**src/hw/rtl/swar_pkg.sv**
```systemverilog
`default_nettype none
package swar_pkg;

  localparam int WGT_W   = 16;
  localparam int BONE_W  = 8;
  localparam int SLOTS   = 4;
  localparam int SLOT_W  = 2;
  localparam int NUM_W   = 31;
  localparam int DEN_W   = 18;
  localparam int QUO_W   = 17;

  localparam logic [16:0] ONE_Q15       = 17'd32768;
  localparam logic [17:0] DIV_FLOOR_Q15 = 18'd33;

  typedef struct packed {
    logic [BONE_W-1:0] bone_slot0;
    logic [BONE_W-1:0] bone_slot1;
    logic [BONE_W-1:0] bone_slot2;
    logic [BONE_W-1:0] bone_slot3;
    logic [WGT_W-1:0]  weight_slot0;
    logic [WGT_W-1:0]  weight_slot1;
    logic [WGT_W-1:0]  weight_slot2;
    logic [WGT_W-1:0]  weight_slot3;
    logic [WGT_W-1:0]  increment;
  } swar_in_t;

  typedef struct packed {
    logic [BONE_W-1:0] new_bone0;
    logic [BONE_W-1:0] new_bone1;
    logic [BONE_W-1:0] new_bone2;
    logic [BONE_W-1:0] new_bone3;
    logic [WGT_W-1:0]  new_weight0;
    logic [WGT_W-1:0]  new_weight1;
    logic [WGT_W-1:0]  new_weight2;
    logic [WGT_W-1:0]  new_weight3;
    logic              zero_total;
  } swar_out_t;

  // Side data that rides along the first divider.
  typedef struct packed {
    logic [SLOTS-1:0][BONE_W-1:0] bone;
    logic [SLOT_W-1:0]            slot;
    logic [WGT_W-1:0]             neww;
  } swar_sb1_t;

  // Side data that rides along the second divider.
  typedef struct packed {
    logic [SLOTS-1:0][BONE_W-1:0] bone;
    logic                         zero;
  } swar_sb2_t;

  localparam int SB1_W = $bits(swar_sb1_t);
  localparam int SB2_W = $bits(swar_sb2_t);

  function automatic logic [WGT_W-1:0] sat_q15(input logic [16:0] v);
    logic [WGT_W-1:0] r;
    if (v > ONE_Q15) begin
      r = WGT_W'(ONE_Q15);
    end else begin
      r = v[WGT_W-1:0];
    end
    return r;
  endfunction

endpackage
`default_nettype wire

```
**src/hw/rtl/swar_stream_if.sv**
```systemverilog
`default_nettype none
interface swar_stream_if #(
  parameter type T = logic
);
  logic valid;
  logic ready;
  T     data;

  modport source (output valid, output data, input ready);
  modport sink (input valid, input data, output ready);
endinterface
`default_nettype wire

```
**src/hw/rtl/swar_front.sv**
```systemverilog
`default_nettype none
module swar_front #(
  parameter int BONE_BITS = 8
) (
  input  wire logic                        clk,
  input  wire logic                        rst_n,
  input  wire logic [swar_pkg::BONE_W-1:0] target_bone,
  input  wire logic                        in_valid,
  output logic                             in_ready,
  input  wire swar_pkg::swar_in_t          in_data,
  output logic                             out_valid,
  input  wire logic                        out_ready,
  output logic [swar_pkg::SLOTS-1:0][swar_pkg::NUM_W-1:0] out_num,
  output logic [swar_pkg::DEN_W-1:0]       out_den,
  output logic [swar_pkg::SB1_W-1:0]       out_sb
);
  import swar_pkg::*;

  localparam int CMP_BITS = (BONE_BITS < BONE_W) ? BONE_BITS : BONE_W;

  // Stage A: saturation, slot choice, new weight and divisor.
  logic                         a_valid_r;
  logic [SLOTS-1:0][WGT_W-1:0]  a_w_r;
  logic [DEN_W-1:0]             a_div_r;
  swar_sb1_t                    a_sb_r;
  // Stage B: scaled numerators.
  logic                         b_valid_r;
  logic [SLOTS-1:0][NUM_W-1:0]  b_num_r;
  logic [DEN_W-1:0]             b_div_r;
  swar_sb1_t                    b_sb_r;

  logic a_en, b_en;
  assign b_en     = !b_valid_r || out_ready;
  assign a_en     = !a_valid_r || b_en;
  assign in_ready = a_en;

  logic [SLOTS-1:0][BONE_W-1:0] bone_in;
  logic [SLOTS-1:0][WGT_W-1:0]  w_sat;
  logic [WGT_W-1:0]             inc_sat;
  logic [SLOTS-1:0]             match;
  logic [SLOT_W-1:0]            hit_slot, min_slot, slot_nxt;
  logic [WGT_W-1:0]             oldw, neww_nxt;
  logic [DEN_W-1:0]             rest, div_nxt;
  swar_sb1_t                    a_sb_nxt;

  always_comb begin
    bone_in = {in_data.bone_slot3, in_data.bone_slot2,
               in_data.bone_slot1, in_data.bone_slot0};
    w_sat[0] = sat_q15({1'b0, in_data.weight_slot0});
    w_sat[1] = sat_q15({1'b0, in_data.weight_slot1});
    w_sat[2] = sat_q15({1'b0, in_data.weight_slot2});
    w_sat[3] = sat_q15({1'b0, in_data.weight_slot3});
    inc_sat  = sat_q15({1'b0, in_data.increment});
    for (int i = 0; i < SLOTS; i++) begin
      match[i] = (bone_in[i][CMP_BITS-1:0] == target_bone[CMP_BITS-1:0]);
    end
    hit_slot = SLOT_W'(3);
    for (int i = SLOTS - 1; i >= 0; i--) begin
      if (match[i]) begin
        hit_slot = SLOT_W'(i);
      end
    end
    oldw     = (|match) ? w_sat[hit_slot] : '0;
    neww_nxt = sat_q15({1'b0, oldw} + {1'b0, inc_sat});
    min_slot = '0;
    for (int i = 1; i < SLOTS; i++) begin
      if (w_sat[i] < w_sat[min_slot]) begin
        min_slot = SLOT_W'(i);
      end
    end
    slot_nxt = (|match) ? hit_slot : min_slot;
    a_sb_nxt.bone = bone_in;
    if (!(|match)) begin
      a_sb_nxt.bone[slot_nxt] = target_bone;
    end
    a_sb_nxt.slot = slot_nxt;
    a_sb_nxt.neww = neww_nxt;
    rest = '0;
    for (int i = 0; i < SLOTS; i++) begin
      if (SLOT_W'(i) != slot_nxt) begin
        rest = rest + DEN_W'(w_sat[i]);
      end
    end
    div_nxt = (rest > DIV_FLOOR_Q15) ? rest : DIV_FLOOR_Q15;
  end

  logic [16:0]                 remw;
  logic [SLOTS-1:0][NUM_W-1:0] b_num_nxt;

  always_comb begin
    remw = ONE_Q15 - {1'b0, a_sb_r.neww};
    for (int i = 0; i < SLOTS; i++) begin
      b_num_nxt[i] = NUM_W'({a_w_r[i], 17'd0} >> 17) * NUM_W'(remw)
                     + NUM_W'(a_div_r >> 1);
    end
  end

  always_ff @(posedge clk) begin
    if (!rst_n) begin
      a_valid_r <= 1'b0;
      b_valid_r <= 1'b0;
    end else begin
      if (a_en) begin
        a_valid_r <= in_valid;
      end
      if (b_en) begin
        b_valid_r <= a_valid_r;
      end
    end
  end

  always_ff @(posedge clk) begin
    if (a_en) begin
      a_w_r   <= w_sat;
      a_div_r <= div_nxt;
      a_sb_r  <= a_sb_nxt;
    end
    if (b_en) begin
      b_num_r <= b_num_nxt;
      b_div_r <= a_div_r;
      b_sb_r  <= a_sb_r;
    end
  end

  assign out_valid = b_valid_r;
  assign out_num   = b_num_r;
  assign out_den   = b_div_r;
  assign out_sb    = b_sb_r;

endmodule
`default_nettype wire

```
**src/hw/rtl/swar_div.sv**
```systemverilog
`default_nettype none
module swar_div #(
  parameter int LANES = 4,
  parameter int NUM_W = 31,
  parameter int DEN_W = 18,
  parameter int QUO_W = 17,
  parameter int SB_W  = 8
) (
  input  wire logic                             clk,
  input  wire logic                             rst_n,
  input  wire logic                             in_valid,
  output logic                                  in_ready,
  input  wire logic [LANES-1:0][NUM_W-1:0]      in_num,
  input  wire logic [DEN_W-1:0]                 in_den,
  input  wire logic [SB_W-1:0]                  in_sb,
  output logic                                  out_valid,
  input  wire logic                             out_ready,
  output logic [LANES-1:0][QUO_W-1:0]           out_quo,
  output logic [SB_W-1:0]                       out_sb
);

  // One quotient bit per stage, most significant first.
  logic [QUO_W-1:0]                          valid_r;
  logic [QUO_W:0]                            en;
  logic [QUO_W-1:0][LANES-1:0][NUM_W-1:0]    rem_r;
  logic [QUO_W-1:0][LANES-1:0][QUO_W-1:0]    quo_r;
  logic [QUO_W-1:0][DEN_W-1:0]               den_r;
  logic [QUO_W-1:0][SB_W-1:0]                sb_r;

  assign en[QUO_W] = out_ready;
  assign in_ready  = en[0];

  for (genvar j = 0; j < QUO_W; j++) begin : g_stage
    localparam int K = QUO_W - 1 - j;
    logic                          v_in;
    logic [LANES-1:0][NUM_W-1:0]   rem_in, rem_nxt;
    logic [LANES-1:0][QUO_W-1:0]   quo_in, quo_nxt;
    logic [DEN_W-1:0]              den_in;
    logic [SB_W-1:0]               sb_in;

    assign en[j] = !valid_r[j] || en[j+1];

    if (j == 0) begin : g_first
      assign v_in   = in_valid;
      assign rem_in = in_num;
      assign quo_in = '0;
      assign den_in = in_den;
      assign sb_in  = in_sb;
    end else begin : g_next
      assign v_in   = valid_r[j-1];
      assign rem_in = rem_r[j-1];
      assign quo_in = quo_r[j-1];
      assign den_in = den_r[j-1];
      assign sb_in  = sb_r[j-1];
    end

    always_comb begin
      for (int l = 0; l < LANES; l++) begin
        rem_nxt[l] = rem_in[l];
        quo_nxt[l] = quo_in[l];
        if ((rem_in[l] >> K) >= NUM_W'(den_in)) begin
          rem_nxt[l]    = rem_in[l] - (NUM_W'(den_in) << K);
          quo_nxt[l][K] = 1'b1;
        end
      end
    end

    always_ff @(posedge clk) begin
      if (!rst_n) begin
        valid_r[j] <= 1'b0;
      end else if (en[j]) begin
        valid_r[j] <= v_in;
      end
    end

    always_ff @(posedge clk) begin
      if (en[j]) begin
        rem_r[j] <= rem_nxt;
        quo_r[j] <= quo_nxt;
        den_r[j] <= den_in;
        sb_r[j]  <= sb_in;
      end
    end
  end

  assign out_valid = valid_r[QUO_W-1];
  assign out_quo   = quo_r[QUO_W-1];
  assign out_sb    = sb_r[QUO_W-1];

endmodule
`default_nettype wire

```
**src/hw/rtl/swar_mid.sv**
```systemverilog
`default_nettype none
module swar_mid (
  input  wire logic                                         clk,
  input  wire logic                                         rst_n,
  input  wire logic                                         in_valid,
  output logic                                              in_ready,
  input  wire logic [swar_pkg::SLOTS-1:0][swar_pkg::QUO_W-1:0] in_quo,
  input  wire swar_pkg::swar_sb1_t                          in_sb,
  output logic                                              out_valid,
  input  wire logic                                         out_ready,
  output logic [swar_pkg::SLOTS-1:0][swar_pkg::NUM_W-1:0]   out_num,
  output logic [swar_pkg::DEN_W-1:0]                        out_den,
  output logic [swar_pkg::SB2_W-1:0]                        out_sb
);
  import swar_pkg::*;

  logic                        valid_r;
  logic [SLOTS-1:0][NUM_W-1:0] num_r;
  logic [DEN_W-1:0]            den_r;
  swar_sb2_t                   sb_r;

  logic                        en;
  logic [SLOTS-1:0][WGT_W-1:0] w;
  logic [DEN_W-1:0]            total;
  logic [SLOTS-1:0][NUM_W-1:0] num_nxt;
  swar_sb2_t                   sb_nxt;

  assign en       = !valid_r || out_ready;
  assign in_ready = en;

  // The target slot keeps its new weight; the others take the scaled values.
  always_comb begin
    total = '0;
    for (int i = 0; i < SLOTS; i++) begin
      w[i]  = (SLOT_W'(i) == in_sb.slot) ? in_sb.neww : in_quo[i][WGT_W-1:0];
      total = total + DEN_W'(w[i]);
    end
    for (int i = 0; i < SLOTS; i++) begin
      num_nxt[i] = (NUM_W'(w[i]) << 15) + NUM_W'(total >> 1);
    end
    sb_nxt.bone = in_sb.bone;
    sb_nxt.zero = (total == '0);
  end

  always_ff @(posedge clk) begin
    if (!rst_n) begin
      valid_r <= 1'b0;
    end else if (en) begin
      valid_r <= in_valid;
    end
  end

  always_ff @(posedge clk) begin
    if (en) begin
      num_r <= num_nxt;
      den_r <= total;
      sb_r  <= sb_nxt;
    end
  end

  assign out_valid = valid_r;
  assign out_num   = num_r;
  assign out_den   = den_r;
  assign out_sb    = sb_r;

endmodule
`default_nettype wire

```
**src/hw/rtl/skin_weight_add_renormalize_core.sv**
```systemverilog
`default_nettype none
// Skin weight brush update for one vertex with four bone influences.
// The input stream carries one vertex per beat: four bone indices, four
// Q1.15 weights and the brush increment. The output stream returns one beat
// per input beat with the updated bone indices, the renormalized weights and
// a flag that marks a zero weight total. Both streams use valid/ready.
// The brush target bone is set through cfg_we/cfg_data while the block idles;
// the user must keep to this, the block does not enforce it. The pipeline
// takes a new beat every cycle while the receiver does not stall. A beat
// passes two front stages, a 17-stage divider that scales the other weights,
// one summing stage, a second 17-stage divider for the final normalization and the output register.
// Each divider resolves one quotient bit per stage for all four lanes.
// When the receiver stalls, stages fill up one by one; bubbles are squeezed
// out and the input keeps taking beats until every stage holds data. No beat
// is lost or repeated.
// A synchronous reset clears all valid bits and sets the target bone to 0.
module skin_weight_add_renormalize_core #(
  parameter int BONE_BITS = 8
) (
  input  wire logic                        clk,
  input  wire logic                        rst_n,
  input  wire logic                        cfg_we,
  input  wire logic [swar_pkg::BONE_W-1:0] cfg_data,
  swar_stream_if.sink                      in_stream,
  swar_stream_if.source                    out_stream
);
  import swar_pkg::*;

  logic [BONE_W-1:0] target_bone_r;

  always_ff @(posedge clk) begin
    if (!rst_n) begin
      target_bone_r <= '0;
    end else if (cfg_we) begin
      target_bone_r <= cfg_data;
    end
  end

  // Front end: slot choice, new weight, scaled numerators.
  logic                        fr_valid, fr_ready;
  logic [SLOTS-1:0][NUM_W-1:0] fr_num;
  logic [DEN_W-1:0]            fr_den;
  logic [SB1_W-1:0]            fr_sb;

  swar_front #(
    .BONE_BITS (BONE_BITS)
  ) u_front (
    .clk         (clk),
    .rst_n       (rst_n),
    .target_bone (target_bone_r),
    .in_valid    (in_stream.valid),
    .in_ready    (in_stream.ready),
    .in_data     (in_stream.data),
    .out_valid   (fr_valid),
    .out_ready   (fr_ready),
    .out_num     (fr_num),
    .out_den     (fr_den),
    .out_sb      (fr_sb)
  );

  // First divider: rescale the other three weights.
  logic                        d1_valid, d1_ready;
  logic [SLOTS-1:0][QUO_W-1:0] d1_quo;
  logic [SB1_W-1:0]            d1_sb;

  swar_div #(
    .LANES (SLOTS),
    .NUM_W (NUM_W),
    .DEN_W (DEN_W),
    .QUO_W (QUO_W),
    .SB_W  (SB1_W)
  ) u_div_scale (
    .clk       (clk),
    .rst_n     (rst_n),
    .in_valid  (fr_valid),
    .in_ready  (fr_ready),
    .in_num    (fr_num),
    .in_den    (fr_den),
    .in_sb     (fr_sb),
    .out_valid (d1_valid),
    .out_ready (d1_ready),
    .out_quo   (d1_quo),
    .out_sb    (d1_sb)
  );

  // Weight total and normalization numerators.
  logic                        md_valid, md_ready;
  logic [SLOTS-1:0][NUM_W-1:0] md_num;
  logic [DEN_W-1:0]            md_den;
  logic [SB2_W-1:0]            md_sb;

  swar_mid u_mid (
    .clk       (clk),
    .rst_n     (rst_n),
    .in_valid  (d1_valid),
    .in_ready  (d1_ready),
    .in_quo    (d1_quo),
    .in_sb     (swar_sb1_t'(d1_sb)),
    .out_valid (md_valid),
    .out_ready (md_ready),
    .out_num   (md_num),
    .out_den   (md_den),
    .out_sb    (md_sb)
  );

  // Second divider: divide every weight by the total.
  logic                        d2_valid, d2_ready;
  logic [SLOTS-1:0][QUO_W-1:0] d2_quo;
  logic [SB2_W-1:0]            d2_sb;

  swar_div #(
    .LANES (SLOTS),
    .NUM_W (NUM_W),
    .DEN_W (DEN_W),
    .QUO_W (QUO_W),
    .SB_W  (SB2_W)
  ) u_div_norm (
    .clk       (clk),
    .rst_n     (rst_n),
    .in_valid  (md_valid),
    .in_ready  (md_ready),
    .in_num    (md_num),
    .in_den    (md_den),
    .in_sb     (md_sb),
    .out_valid (d2_valid),
    .out_ready (d2_ready),
    .out_quo   (d2_quo),
    .out_sb    (d2_sb)
  );

  // Output register. A zero total forces all weights to zero, since the
  // divider result is meaningless with a zero divisor.
  logic      out_valid_r;
  swar_out_t out_data_r, out_data_nxt;
  swar_sb2_t tail_sb;
  logic      out_en;

  assign tail_sb  = swar_sb2_t'(d2_sb);
  assign out_en   = !out_valid_r || out_stream.ready;
  assign d2_ready = out_en;

  always_comb begin
    out_data_nxt.new_bone0   = tail_sb.bone[0];
    out_data_nxt.new_bone1   = tail_sb.bone[1];
    out_data_nxt.new_bone2   = tail_sb.bone[2];
    out_data_nxt.new_bone3   = tail_sb.bone[3];
    out_data_nxt.new_weight0 = tail_sb.zero ? '0 : d2_quo[0][WGT_W-1:0];
    out_data_nxt.new_weight1 = tail_sb.zero ? '0 : d2_quo[1][WGT_W-1:0];
    out_data_nxt.new_weight2 = tail_sb.zero ? '0 : d2_quo[2][WGT_W-1:0];
    out_data_nxt.new_weight3 = tail_sb.zero ? '0 : d2_quo[3][WGT_W-1:0];
    out_data_nxt.zero_total  = tail_sb.zero;
  end

  always_ff @(posedge clk) begin
    if (!rst_n) begin
      out_valid_r <= 1'b0;
    end else if (out_en) begin
      out_valid_r <= d2_valid;
    end
  end

  always_ff @(posedge clk) begin
    if (out_en) begin
      out_data_r <= out_data_nxt;
    end
  end

  assign out_stream.valid = out_valid_r;
  assign out_stream.data  = out_data_r;

endmodule
`default_nettype wire
```
**src/flat_wrapper.sv**
```systemverilog
// flat-port wrapper written by rule: the top's interface ports become plain ports
module skin_weight_add_renormalize_core_flat import swar_pkg::*;
#(
  parameter int BONE_BITS = 8
)
  (clk, rst_n, cfg_we, cfg_data, in_stream_valid, in_stream_data, in_stream_ready, out_stream_valid, out_stream_data, out_stream_ready);
  swar_stream_if in_stream_i ();
  swar_stream_if out_stream_i ();
  input  wire logic clk;
  input  wire logic rst_n;
  input  wire logic cfg_we;
  input  wire logic [swar_pkg::BONE_W-1:0] cfg_data;
  input wire logic [$bits(in_stream_i.valid)-1:0] in_stream_valid;
  input wire logic [$bits(in_stream_i.data)-1:0] in_stream_data;
  output wire logic [$bits(in_stream_i.ready)-1:0] in_stream_ready;
  output wire logic [$bits(out_stream_i.valid)-1:0] out_stream_valid;
  output wire logic [$bits(out_stream_i.data)-1:0] out_stream_data;
  input wire logic [$bits(out_stream_i.ready)-1:0] out_stream_ready;
  assign in_stream_i.valid = in_stream_valid;
  assign in_stream_i.data = in_stream_data;
  assign in_stream_ready = in_stream_i.ready;
  assign out_stream_valid = out_stream_i.valid;
  assign out_stream_data = out_stream_i.data;
  assign out_stream_i.ready = out_stream_ready;
  skin_weight_add_renormalize_core #(.BONE_BITS(BONE_BITS)) u_core (.clk(clk), .rst_n(rst_n), .cfg_we(cfg_we), .cfg_data(cfg_data), .in_stream(in_stream_i), .out_stream(out_stream_i));
endmodule
```
**config.mk**
```make
export PLATFORM = sky130hd
export DESIGN_NAME = skin_weight_add_renormalize_core_flat
export DESIGN_NICKNAME = d
export VERILOG_FILES = /design/src/hw/rtl/swar_pkg.sv /design/src/hw/rtl/swar_stream_if.sv /design/src/hw/rtl/swar_front.sv /design/src/hw/rtl/swar_div.sv /design/src/hw/rtl/swar_mid.sv /design/src/hw/rtl/skin_weight_add_renormalize_core.sv /design/src/flat_wrapper.sv
export SDC_FILE = /design/constraint.sdc
export NUM_CORES = 1
export LEC_CHECK = 0
export BUFFER_PORTS_ARGS = -buffer_cell sky130_fd_sc_hd__buf_2
export CAP_MARGIN = 20
export CORE_AREA = 10 10 82 84
export CTS_CLUSTER_DIAMETER = 40
export DETAILED_ROUTE_END_ITERATION = 8
export DIE_AREA = 0 0 92 94
export PLACE_DENSITY = 0.84
export SYNTH_ARGS = -nofsm -noshare
export SYNTH_HDL_FRONTEND = slang
export SYNTH_SLANG_ARGS = --single-unit
```
**constraint.sdc**
```tcl
create_clock -name clk -period 2.3 [get_ports clk]
set_clock_uncertainty 0.1 [all_clocks]
set_input_delay 0.23 -clock clk [delete_from_list [all_inputs] [get_ports clk]]
set_output_delay 0.23 -clock clk [all_outputs]
set_load 0.05 [all_outputs]
```
==> results of run 1 <==
-- final cells by class --
class / instances / area [µm²] / area share
multi-input cells: 137 / 798 / 0.246
flip-flops and latches: 76 / 1910 / 0.589
repair buffers: 18 / 141 / 0.0435
clock buffers: 10 / 128 / 0.0393
well taps: 70 / 87.6 / 0.0270
clock inverters: 6 / 111 / 0.0343
inverters: 18 / 67.6 / 0.0208
-- cells by family after synthesis --
| group | after synthesis | share of synthesized area |
|---|---|---|
| AND/OR/NAND/NOR | 99 | 0.192 |
| flip-flops | 76 | 0.679 |
| AO/OA/AOI/OAI | 38 | 0.0849 |
| buffers and inverters | 30 | 0.0434 |
-- report_power, final --
part / total (mW) / switching, mW / internal [mW]
registers: 1.47 / 0.0126 / 1.45
clock network: 1.20 / 0.479 / 0.723
logic: 0.0306 / 0.0196 / 0.0110
total: 2.70 / 0.512 / 2.19
-- per-layer routing --
| metal | vias up | share of wire |
|---|---|---|
| li1 | 900 | - |
| met1 | 842 | 0.47 |
| met2 | 38 | 0.47 |
| met3 | 10 | 0.040 |
| met4 | 0 | 0.019 |
| met5 | - | 0 |
-- flip-flops by register name, indices dropped and copies added, names as in the netlist, 16 cells and up --
signal,flops
u_core.u_div_scale.g_stage.sb_in,16
u_core.u_div_norm.g_stage.v_in,16
u_core.u_div_scale.g_stage.v_in,16
u_core.u_div_norm.g_stage.sb_in,16
-- what timing repair did --
action	in CTS	in global routing
endpoints found under the hold margin	2	0
hold buffers	2	0
setup buffers	2	0
endpoints found under the setup margin	1	1
pin swaps	2	0
resized for setup	5	5
-- cells in the mapped netlist, drive strengths merged --
library cell	n
dfxtp	38
edfxtp	38
nand2	37
nand3	21
inv	18
o21ai	16
nand4	13
o21a	11
clkbuf	8
and3	6
nor3	6
a21boi	5
a21oi	4
and4	4
buf	4
nor2b	4
nor2	3
nor4	2
o41ai	2
and2	1
nand2b	1
or4	1
-- worst register-to-register path: cells and delay by family, from the launching register on --
kind | cells | cell delay (ns)
AOI/OAI and AO/OA | 1 | 0.19
DFF | 1 | 0.36
buffers and inverters | 4 | 0.48
and+or+nand+nor | 4 | 0.77
-- per-stage QoR --
stage	total power, mW	TNS, ns	hold slack (ns)	instances	cell area, µm²
finish	2.70	0	0.110	335	3250
global route	2.79	-0.0297	0.102	335	3250
CTS	2.71	0	0.101	335	3240
detailed placement	1.53	0	0.305	315	2950
global placement	1.52	0	0.302	315	2950
floorplan	1.51	0	0.229	243	2820
-- how the worst max path moves through the flow --
stage	slack, ns	end	cells after the start
3_3_place_gp	0.11	in_stream_ready	9
4_1_cts	0.01	in_stream_ready	6
3_5_place_dp	0.08	in_stream_ready	9
2_1_floorplan	0.008	u_core.u_front.a_sb_r[0]$_DFFE_PP_	7
6_report	0.06	in_stream_ready	8
5_1_grt	-0.03	in_stream_ready	8
==> metrics, run 1 <==
status finished clean; Final Setup Violations 0; delay-heaviest family, CP simple AND/OR/NAND/NOR gates; worst hold stages 3; met1 usage 0.149; Clk Latency, worst-skew pair 0.35 ns; post-synth net total 257; worst relative slew slack 0.490; Worst Hold Path EP u_core.out_stream.valid$_SDFFE_PN0P_; Place WS between 0.08 and 0.09 ns; Critical Path RT 1.97 ns; Final GP Congestion between 0.7 and 0.8; r2r endpoint u_core.u_div_scale.g_stage[3].v_in$_SDFFE_PN0P_; H-tree depth 3; #FFs+latches synth 76; Setup crit end kind output port; CP Launch Type flop; drt drc 0; Worst Path Class, Setup reg -> out; CTS Root Cell clkbuf_8; busiest grt layer met2; most frequent cells in the layout 38 x edfxtp_1, 37 x nand2_1, 31 x dfxtp_1; post-route setup slack ~0.06 ns; Fillers about 380; worst min path class in -> reg; die extent in y roughly 94 µm; layout overhead on the synthesized area 16.0%; CTS Buf Count 9; peak supply drop roughly 550 µV; post-layout util 0.640; Slowest-stage cell, CP or4_4; Cells after Synth around 240; routing usage on met3 0.0408; max frequency 446 MHz; Critical Path Max Stage Delay 0.44 ns; worst endpoint data arrival time 1.91 ns; Buffers & Inverters on Critical Path 3; ant diodes 0; Synth cell types 28; endpoints failing hold 0; period utilisation layout 0.974; dpl hpwl 2.93 mm; post-synth top area share 0.408; core region area 5070 µm²; RSZ-0062 raised after global routing yes; Worst-Margin Slew 0.765 ns; minimum clock period 2.24 ns; Ys Warns 0; I/O pin count 17; initial antenna violation count 0; vias in the first global route about 1.7k; layout cells sized above 1 0.185; syn avg cell area 11.5 µm²; WL final 4.80 mm; most common cell after layout, fill and taps aside edfxtp_1; fin nets roughly 270; ranking of synthesized cells by area edfxtp_1 41%, dfxtp_1 27%, nand2_1 5.0%; Slew Limit Fails 0; cell area after synthesis 2800 µm²; met2 Use GR 0.186; die area 8650 µm²; FF-to-FF Start u_core.out_stream.valid$_SDFFE_PN0P_; WL per Instance 14.3 µm; CP cell instances nand2b_4 -> nor2_4 -> inv_2 -> or4_4 -> nor3_4 -> buf_12 -> nand3_4 -> buf_6; Pwr per Cell Area a little over 800 nW/µm²; Clock transition at path regs 0.07 ns; dominant cell type by area after synthesis edfxtp_1; Die W 92 µm; sequential area share after synthesis 0.679; Total Routing Usage GR 0.121; Post-DRT Antenna Nets 0; min-delay src out_stream_ready; CTS Buffer Depth 2; CTS sink count 76; Initial Util 0.552; via-per-instance ratio 5.34; first-pass GRT wire length 8.26 mm; TritonCTS clock tree yes; IO buf count 7; initial DRC count 154; Crit. Startpoint u_core.out_stream.valid$_SDFFE_PN0P_; critical path peak fanout 7; DR vias 1790; DRT Pass-1 Iters 4; largest net degree at the start of global routing between 40 and 50; max_cap viols 0; total gr overflow 0; Static Leak ~1.1 nW; Placement Rows 26; worst r2r path cells 9; R2R setup slack 0.33 ns
Note: power is estimated with default switching activity, not from simulation.
==> inputs of run 2 (changes only) <==
--- a/config.mk
+++ b/config.mk
@@ -7,11 +7,12 @@
 export LEC_CHECK = 0
 export BUFFER_PORTS_ARGS = -buffer_cell sky130_fd_sc_hd__buf_2
 export CAP_MARGIN = 20
-export CORE_AREA = 10 10 82 84
+export CORE_AREA = 10 10 110 83
 export CTS_CLUSTER_DIAMETER = 40
 export DETAILED_ROUTE_END_ITERATION = 8
-export DIE_AREA = 0 0 92 94
-export PLACE_DENSITY = 0.84
+export DIE_AREA = 0 0 120 93
+export PLACE_DENSITY = 0.67
+export SETUP_SLACK_MARGIN = 0.1
 export SYNTH_ARGS = -nofsm -noshare
 export SYNTH_HDL_FRONTEND = slang
 export SYNTH_SLANG_ARGS = --single-unit
==> run 2 against run 1 <==
Compared with the run above:
- combinational power shrank 1%
- first-iteration DRC count shrank 23%
- cell area grew 2.1%
- via count grew 1.2%
- non-clock buffer count grew 8
- worst setup slack gained 0.056 ns
- critical path type unchanged
- critical endpoint unchanged
==> metrics, run 2 (synthesized netlist as in run 1, its figures left out) <==
status finished clean (unchanged); I/O pin count 17 (unchanged); Pwr per Cell Area 767 nW/µm² (was 831 nW/µm²); IO buf count 7 (unchanged); Initial Util 0.396 (was 0.552); initial DRC count 118 (was 154); vias in the first global route 1744 (was 1741); Die W 120 µm (was 92 µm); ant diodes 0 (unchanged); worst min path class in -> reg (unchanged); worst hold stages 4 (was 3); DRT Pass-1 Iters 4 (unchanged); Post-DRT Antenna Nets 0 (unchanged); max frequency 458 MHz (was 446 MHz); die area 11200 µm² (was 8650 µm²); H-tree depth 3 (unchanged); Critical Path RT 1.97 ns (about the same); peak supply drop 457 µV (was 545 µV); via-per-instance ratio 4.88 (was 5.34); CP cell instances nand2b_4 -> nor2_4 -> inv_4 -> or4_4 -> nor3_4 -> nand3_4 -> buf_8 (was nand2b_4 -> nor2_4 -> inv_2 -> or4_4 -> nor3_4 -> buf_12 -> nand3_4 -> buf_6); total gr overflow 0 (unchanged); CTS sink count 76 (unchanged); Worst-Margin Slew 0.671 ns (was 0.765 ns); drt drc 0 (unchanged); Static Leak 1.13 nW (was 1.10 nW); Cells after DPL 345 (was 315); max_cap viols 0 (unchanged); fin nets 282 (was 274); post-layout util 0.470 (was 0.640); WL per Instance 13.2 µm (was 14.3 µm); min-delay src out_stream_ready (unchanged); period utilisation layout 0.950 (was 0.974); worst r2r path cells 8 (was 9); most common cell after layout, fill and taps aside edfxtp_1 (unchanged); Final GP Congestion 0.745 (was 0.743); RSZ-0062 raised after global routing yes (unchanged); CTS Root Cell clkbuf_8 (unchanged); R2R setup slack 0.28 ns (was 0.33 ns); Placement Rows 26 (unchanged); minimum clock period 2.18 ns (was 2.24 ns); DR vias 1812 (was 1790); die extent in y 93 µm (was 94 µm); hold slack 0.198 ns (was 0.110 ns); Slew Limit Fails 0 (unchanged); Final Power 2.54 mW (was 2.70 mW); Total Routing Usage GR 0.0948 (was 0.121); post-route cell area 3310 µm² (was 3250 µm²); Slowest-stage cell, CP or4_4 (unchanged); Worst Hold Path EP u_core.out_stream.valid$_SDFFE_PN0P_ (unchanged); layout cells sized above 1 0.220 (was 0.185); initial antenna violation count 0 (unchanged); Clk Latency, worst-skew pair 0.35 ns (about the same); post-route setup slack 0.115 ns (was 0.0597 ns); CTS Buffer Depth 2 (unchanged); most frequent cells in the layout 38 x edfxtp_1, 37 x nand2_1, 30 x dfxtp_1 (was 38 x edfxtp_1, 37 x nand2_1, 31 x dfxtp_1); Fillers 645 (was 383); Worst Path Class, Setup reg -> out (unchanged); worst relative slew slack 0.553 (was 0.490); layout overhead on the synthesized area 18.4% (was 16.0%); Final Setup Violations 0 (unchanged); WL final 4.89 mm (was 4.80 mm); Place WS 0.106 ns (was 0.0802 ns); critical path peak fanout 2 (was 7); CP Launch Type flop (unchanged); worst endpoint data arrival time 1.85 ns (was 1.91 ns); Sum Neg Setup Slack 0 ns (unchanged); Critical Path Max Stage Delay 0.43 ns (was 0.44 ns); core region area 7060 µm² (was 5070 µm²); dpl hpwl 3.23 mm (was 2.93 mm); first-pass GRT wire length 8.17 mm (was 8.26 mm); CTS Buf Count 9 (unchanged); FF-to-FF Start u_core.out_stream.valid$_SDFFE_PN0P_ (unchanged); TritonCTS clock tree yes (unchanged); Setup crit end kind output port (unchanged); Clock transition at path regs 0.07 ns (about the same); non-filler cells in the finished layout 371 (was 335); largest net degree at the start of global routing 43 (was 48); Placement Cell Area 2990 µm² (was 2950 µm²); r2r endpoint u_core.u_div_scale.g_stage[8].sb_in[0]$_DFFE_PP_ (was u_core.u_div_scale.g_stage[3].v_in$_SDFFE_PN0P_); endpoints failing hold 0 (unchanged)
run 2: area by class of cell:
| type | count | area (µm²) | area share |
|---|---|---|---|
| clock buffers | 11 | 151 | 0.0457 |
| repair buffers | 26 | 193 | 0.0581 |
| flip-flops and latches | 76 | 1920 | 0.578 |
| well taps | 98 | 123 | 0.0370 |
| clock inverters | 5 | 60.1 | 0.0181 |
| inverters | 18 | 70.1 | 0.0211 |
| multi-input cells | 137 | 801 | 0.242 |
run 2: how the worst max path moves through the flow:
stage | start | slack, ns | cells past startpoint | endpoint
3_3_place_gp | out_stream_ready | 0.12 | 8 | in_stream_ready
5_1_grt | u_core.out_stream.valid$_SDFFE_PN0P_ | -0.001 | 7 | in_stream_ready
6_report | u_core.out_stream.valid$_SDFFE_PN0P_ | 0.12 | 7 | in_stream_ready
4_1_cts | u_core.out_stream.valid$_SDFFE_PN0P_ | -0.01 | 7 | in_stream_ready
3_5_place_dp | out_stream_ready | 0.11 | 8 | in_stream_ready
2_1_floorplan | u_core.out_stream.valid$_SDFFE_PN0P_ | 0.20 | 7 | u_core.u_front.a_sb_r[0]$_DFFE_PP_
run 2: where the power goes:
part | internal, mW | total, mW | switching (mW)
registers | 1.45 | 1.47 | 0.0123
clock network | 0.562 | 1.05 | 0.484
logic | 0.0109 | 0.0302 | 0.0193
run 2: critical path: cells and delay by family, from the launching register on:
family | cells | cell delay, ns
flip-flops | 1 | 0.36
buffers and inverters | 2 | 0.20
AND/OR/NAND/NOR | 5 | 0.93
run 2: what timing repair did:
action / 4_1_cts / 5_1_grt
hold endpoints to repair: 2 / 0
pin swaps: 4 / 4
setup buffers: 7 / 1
setup endpoints to repair: 1 / 4
gates resized for setup: 10 / 5
hold buffers: 2 / 0
run 2: per-layer routing:
layer	part of all wire	track usage	wire length [µm]
met3	0.066	0.0523	323
met5	0	0	0
met1	0.50	0.124	2460
met4	0.013	0.0331	62
met2	0.42	0.129	2050
